<file path="src/hw/rtl/fxalu_pkg.sv">
// Shared types, operation codes and a saturation helper for the Q24.8 fixed-point ALU.
package fxalu_pkg;

  typedef enum logic [2:0] {
    OP_ADD = 3'd0,
    OP_SUB = 3'd1,
    OP_MUL = 3'd2,
    OP_DIV = 3'd3,
    OP_MIN = 3'd4,
    OP_MAX = 3'd5,
    OP_INC = 3'd6,
    OP_DEC = 3'd7
  } op_t;

  localparam int unsigned QBITS = 32;
  localparam int unsigned DENW  = 34;
  localparam int unsigned REMW  = DENW + QBITS;

  localparam logic [31:0] MAX32 = 32'h7fff_ffff;
  localparam logic [31:0] MIN32 = 32'h8000_0000;

  typedef struct packed {
    logic             valid;
    op_t              kind;
    logic             a_less;
    logic             a_equal;
    logic             a_greater;
    logic             neg;
    logic             done;
    logic             dsat;
    logic             ovf;
    logic             dz;
    logic [31:0]      res;
    logic [REMW-1:0]  rem;
    logic [DENW-1:0]  den;
    logic [QBITS-1:0] quo;
  } pipe_t;

  typedef struct packed {
    logic [31:0] res;
    logic        ovf;
  } sat_t;

  // Applies a sign to a magnitude and clamps to the signed 32-bit range.
  function automatic sat_t signed_sat(input logic [63:0] mag, input logic neg);
    sat_t s;
    s.ovf = 1'b0;
    if (neg) begin
      if (mag > 64'h0000_0000_8000_0000) begin
        s.res = MIN32;
        s.ovf = 1'b1;
      end else begin
        s.res = ~mag[31:0] + 32'd1;
      end
    end else begin
      if (mag > 64'h0000_0000_7fff_ffff) begin
        s.res = MAX32;
        s.ovf = 1'b1;
      end else begin
        s.res = mag[31:0];
      end
    end
    return s;
  endfunction

endpackage

</file>
<file path="src/hw/rtl/fxalu_div_stage.sv">
// One restoring-division stage that resolves a single quotient bit.
module fxalu_div_stage #(
  parameter int BIT = 0
) (
  input  logic             clk,
  input  logic             rst,
  input  logic             en,
  input  fxalu_pkg::pipe_t din,
  output fxalu_pkg::pipe_t dout
);
  import fxalu_pkg::*;

  logic [REMW-1:0] shifted;
  pipe_t           dout_next;

  always_comb begin
    shifted   = REMW'(din.den) << BIT;
    dout_next = din;
    if (din.kind == OP_DIV && !din.done && !din.dsat && din.rem >= shifted) begin
      dout_next.rem      = din.rem - shifted;
      dout_next.quo[BIT] = 1'b1;
    end
  end

  always_ff @(posedge clk) begin
    if (rst) begin
      dout.valid <= 1'b0;
    end else if (en) begin
      dout.valid <= dout_next.valid;
    end
    if (en) begin
      dout.kind      <= dout_next.kind;
      dout.a_less    <= dout_next.a_less;
      dout.a_equal   <= dout_next.a_equal;
      dout.a_greater <= dout_next.a_greater;
      dout.neg       <= dout_next.neg;
      dout.done      <= dout_next.done;
      dout.dsat      <= dout_next.dsat;
      dout.ovf       <= dout_next.ovf;
      dout.dz        <= dout_next.dz;
      dout.res       <= dout_next.res;
      dout.rem       <= dout_next.rem;
      dout.den       <= dout_next.den;
      dout.quo       <= dout_next.quo;
    end
  end

endmodule

</file>
<file path="config.mk">
export PLATFORM = sky130hd
export DESIGN_NAME = fxalu_div_stage
export DESIGN_NICKNAME = d
export VERILOG_FILES = /design/src/hw/rtl/fxalu_pkg.sv /design/src/hw/rtl/fxalu_div_stage.sv
export SDC_FILE = /design/constraint.sdc
export NUM_CORES = 1
export LEC_CHECK = 0
export BUFFER_PORTS_ARGS = -buffer_cell sky130_fd_sc_hd__buf_2
export CORE_ASPECT_RATIO = 0.9
export CORE_UTILIZATION = 30
export CTS_CLUSTER_DIAMETER = 40
export DETAILED_ROUTE_END_ITERATION = 10
export GPL_ROUTABILITY_DRIVEN = 0
export PLACE_DENSITY = 0.56
export SYNTH_ARGS = -nofsm -noshare
export SYNTH_HDL_FRONTEND = slang
export SYNTH_SLANG_ARGS = --single-unit
</file>
<file path="constraint.sdc">
create_clock -name clk -period 6.1 [get_ports clk]
set_input_delay 0.305 -clock clk [delete_from_list [all_inputs] [get_ports clk]]
set_output_delay 0.305 -clock clk [all_outputs]
set_load 0.02 [all_outputs]
</file>
==> run summary <==
### Synth
- **Seq/Total Area, Yosys** 60.6%
- **adder-cell share of the synthesized area** 5.12%
- **post-synthesis share of cell area spent on and, or, nand and nor gates** 12.7%
- **xor and xnor fraction of the mapped netlist area** 6.53%
- **Yosys reg bits** 176
- **compound-cell area share of the yosys netlist** 11.5%
- **async set or reset register ratio after synthesis** 0%
- **multiplexer area fraction after synthesis** 0.503%
- **flip-flop cell with the highest count after synthesis** sky130_fd_sc_hd__edfxtp_1
- **Post-Synthesis Net Count** 936
- **count of synthesis-stage warnings from yosys** 0
- **Post-synth EDFFs** 175
- **average size of a mapped cell** 12.0 sq um
- **Mapped Area** 8700 sq um
- **dominant combinational cell family by area after synthesis** simple AND/OR/NAND/NOR gates
- **number of instances in the synthesized netlist** 722
- **distinct cell type count after synthesis** 62

### Die
- **# IOs** 355
- **Initial Utilization** 30.8%
- **core outline area** 28200 sq um
- **area of the die** 29700 sq um
- **Cell Rows** 58
- **die outline height** 164 um
- **Chip Width** 181 um

### STA
- **max-slew violation count** 0
- **fmax** 279 MHz
- **setup slack of the critical path after layout** 2.51 ns
- **Final Hold Slack** 0.0355 ns
- **Final setup violation count** 0
- **setup total negative slack** 0 ns
- **hold violation count in the final report** 0
- **slew of the pin with the lowest slew margin** 1.01 ns
- **final worst path period share** 58.8%
- **setup repair after global routing missed its margin** no
- **Worst Skew** 0 ns
- **relative slew slack** 32.7%
- **minimum clock period** 3.59 ns

### Routing
- **Residual DRC** 0
- **Pre-Repair DR Iteration Count** 5
- **post-DR wirelength/cell** 18.2 um
- **Final ANT Viol Nets** 0
- **final wirelength** 26400 um
- **routed via count divided by cell count** 4.81
- **vias post-DR** 6964
- **First DRT Iteration DRCs** 415

### Power
- **Pwr Density** 279 nW/um^2
- **Leak Pwr** 4.90 nW
- **total power** 3.20 mW
- **worst-case vdd ir drop** 0.193 mV

### Min path
- **worst hold path type** input pin to flip-flop
- **Hold Path Stages** 1

### Setup path
- **arrival time of the worst setup path** 3.78 ns
- **critical path launch point type** input pin
- **peak per-stage delay on the critical path** 0.48 ns
- **start-to-end type of the worst setup path** input pin to flip-flop
- **CP Max Fanout** 8
- **Critical Path RT** 6.29 ns
- **worst reg2reg path depth** 2
- **list of cells traversed by the critical path** buf_2 > inv_1 > ha_1 > a21oi_1 > o21ai_0 > a311oi_1 > a31oi_1 > nor3_1 > a2bb2oi_1 > or3b_4 > or4_4 > xnor2_2
- **CP endpoint kind** flip-flop
- **cell type of the slowest stage on the worst timing path** sky130_fd_sc_hd__nor3_1

### Outcome
- **result of the run** finished, final reports clean

### Clock network
- **clock tree from TritonCTS** yes
- **number of H-tree branching levels** 4
- **clock edge transition at the registers on the reported setup and hold paths** 0.08 ns
- **total CTS buffers** 17
- **clock insertion delay at the later pin of the skew report** 0.43 ns
- **root buf cell** sky130_fd_sc_hd__clkbuf_16
- **# clock sinks** 176
- **# hold bufs at CTS** 1
- **maximum count of clock buffers along a single path** 2
- **quantity of gates resized following cts** 0
- **number of buffers added for setup after CTS** 0

### Final layout
- **share of final-layout standard cells stronger than drive strength 1** 38.0%
- **most frequent cells in the layout** 353 x sky130_fd_sc_hd__buf_2, 175 x sky130_fd_sc_hd__edfxtp_1, 73 x sky130_fd_sc_hd__nand2_1
- **register containing the most flip-flops in the final layout** dout
- **final core area utilization** 40.7%
- **largest registers in the final layout** dout (176)
- **area added between synthesis and finish** 31.9%
- **final layout net count** 1289
- **commonest non-fill, non-tap cell in the layout** sky130_fd_sc_hd__buf_2
- **flip-flop count of the largest register after layout** 176

### Global routing
- **number of antenna violations at the first check in global routing** 3
- **via count of the first global-routing pass** 6664
- **first-pass GRT wire length** 39100 um
- **leftover overflow at the end of global routing** 0
- **Total Routing Usage GR** 17.6%
- **largest net degree at the start of global routing** 108

### Flow run
- **Max Cap Viol** 0

### Placed design
- **number of port buffers** 354
- **post-place setup slack** 2.05 ns
- **post-detail-place hpwl** 20300 um

kinds of logic (layout without fill, tap and decap cells):
kind of cell | Yosys count | after routing
AOI/OAI and AO/OA | 159 | 159
xor gates and xnor gates | 64 | 64
adders and majority gates | 35 | 35
buffers and inverters | 67 | 433
DFF | 176 | 176
muxes | 4 | 4
other | 0 | 1
and+or+nand+nor | 217 | 217
report_power, final:
group          switching [mW]  total [mW]  internal, mW
Combinational           0.386       0.601         0.215
Sequential             0.0233        1.46          1.44
Clock                   0.550        1.14         0.586
cell type report:
type                            instances  area [sq um]
Fill cell                            2782         16800
Clock buffer                           17           425
Antenna cell                            1          2.50
Multi-Input combinational cell        479          3160
Tap cell                              360           450
Inverter                               41           154
Sequential cell                       176          5280
Clock inverter                         15           176
Timing Repair Buffer                  360          1830
layer usage:
metal	vias up	global-route usage, %	share of wire [%]
met5	-	0	0.10
met4	4	4.93	1.0
li1	3369	-	-
met1	3302	23.0	45
met2	269	28.8	47
met3	20	4.68	6.4
synth_stat cells, types with 2 or more instances:
cell type | instances | area share (%)
sky130_fd_sc_hd__xnor2_1 | 38 | 3.8
sky130_fd_sc_hd__a2111oi_0 | 3 | 0.30
sky130_fd_sc_hd__or2_2 | 4 | 0.29
sky130_fd_sc_hd__o21ai_0 | 50 | 2.9
sky130_fd_sc_hd__nor3_1 | 15 | 0.86
sky130_fd_sc_hd__o21a_1 | 4 | 0.35
sky130_fd_sc_hd__o31ai_1 | 5 | 0.43
sky130_fd_sc_hd__nand3b_1 | 3 | 0.26
sky130_fd_sc_hd__a21o_1 | 18 | 1.6
sky130_fd_sc_hd__a311oi_1 | 2 | 0.20
sky130_fd_sc_hd__ha_1 | 34 | 4.9
sky130_fd_sc_hd__nand3_1 | 16 | 0.92
sky130_fd_sc_hd__nor4_1 | 8 | 0.58
sky130_fd_sc_hd__edfxtp_1 | 175 | 60
sky130_fd_sc_hd__nand2_1 | 73 | 3.2
sky130_fd_sc_hd__or4_4 | 2 | 0.26
sky130_fd_sc_hd__o211ai_1 | 5 | 0.43
sky130_fd_sc_hd__or3_1 | 7 | 0.50
sky130_fd_sc_hd__nor2b_1 | 4 | 0.29
sky130_fd_sc_hd__inv_1 | 41 | 1.8
sky130_fd_sc_hd__nand4_1 | 17 | 1.2
sky130_fd_sc_hd__o2111ai_1 | 2 | 0.20
sky130_fd_sc_hd__nor2_1 | 38 | 1.6
sky130_fd_sc_hd__nand4b_1 | 2 | 0.20
sky130_fd_sc_hd__and2_1 | 5 | 0.36
sky130_fd_sc_hd__mux2_2 | 3 | 0.39
sky130_fd_sc_hd__o21bai_1 | 10 | 0.86
sky130_fd_sc_hd__a31oi_1 | 3 | 0.22
sky130_fd_sc_hd__nand2b_1 | 10 | 0.72
sky130_fd_sc_hd__clkbuf_1 | 16 | 0.69
sky130_fd_sc_hd__buf_2 | 8 | 0.46
sky130_fd_sc_hd__a21oi_1 | 44 | 2.5
sky130_fd_sc_hd__a31o_2 | 2 | 0.20
sky130_fd_sc_hd__and3_1 | 3 | 0.22
sky130_fd_sc_hd__xor2_1 | 25 | 2.5
worst paths after layout:
path              slack, ns   endpoint      start
setup / recovery       2.51  dout[113]    din[50]
hold / removal         0.04  dout[160]   din[160]
setup reg to reg       5.50  dout[175]  dout[175]
hold reg to reg        0.52  dout[175]  dout[175]
worst max-delay path, delay by kind of cell:
| family | cells | cell delay, ns |
|---|---|---|
| simple gates | 3 | 1.39 |
| buf+inv | 2 | 0.13 |
| xor+xnor | 1 | 0.14 |
| compound gates | 5 | 1.41 |
| fa+ha+maj | 1 | 0.41 |
through the flow:
| stage | instances | instance area [sq um] |
|---|---|---|
| after floorplan | 722 | 8700 |
| after global placement | 1415 | 10900 |
| final | 1449 | 11500 |
| after detailed placement | 1415 | 10900 |
| after CTS | 1448 | 11500 |
| after global routing | 1448 | 11500 |
Note: power is estimated with default switching activity, not from simulation.
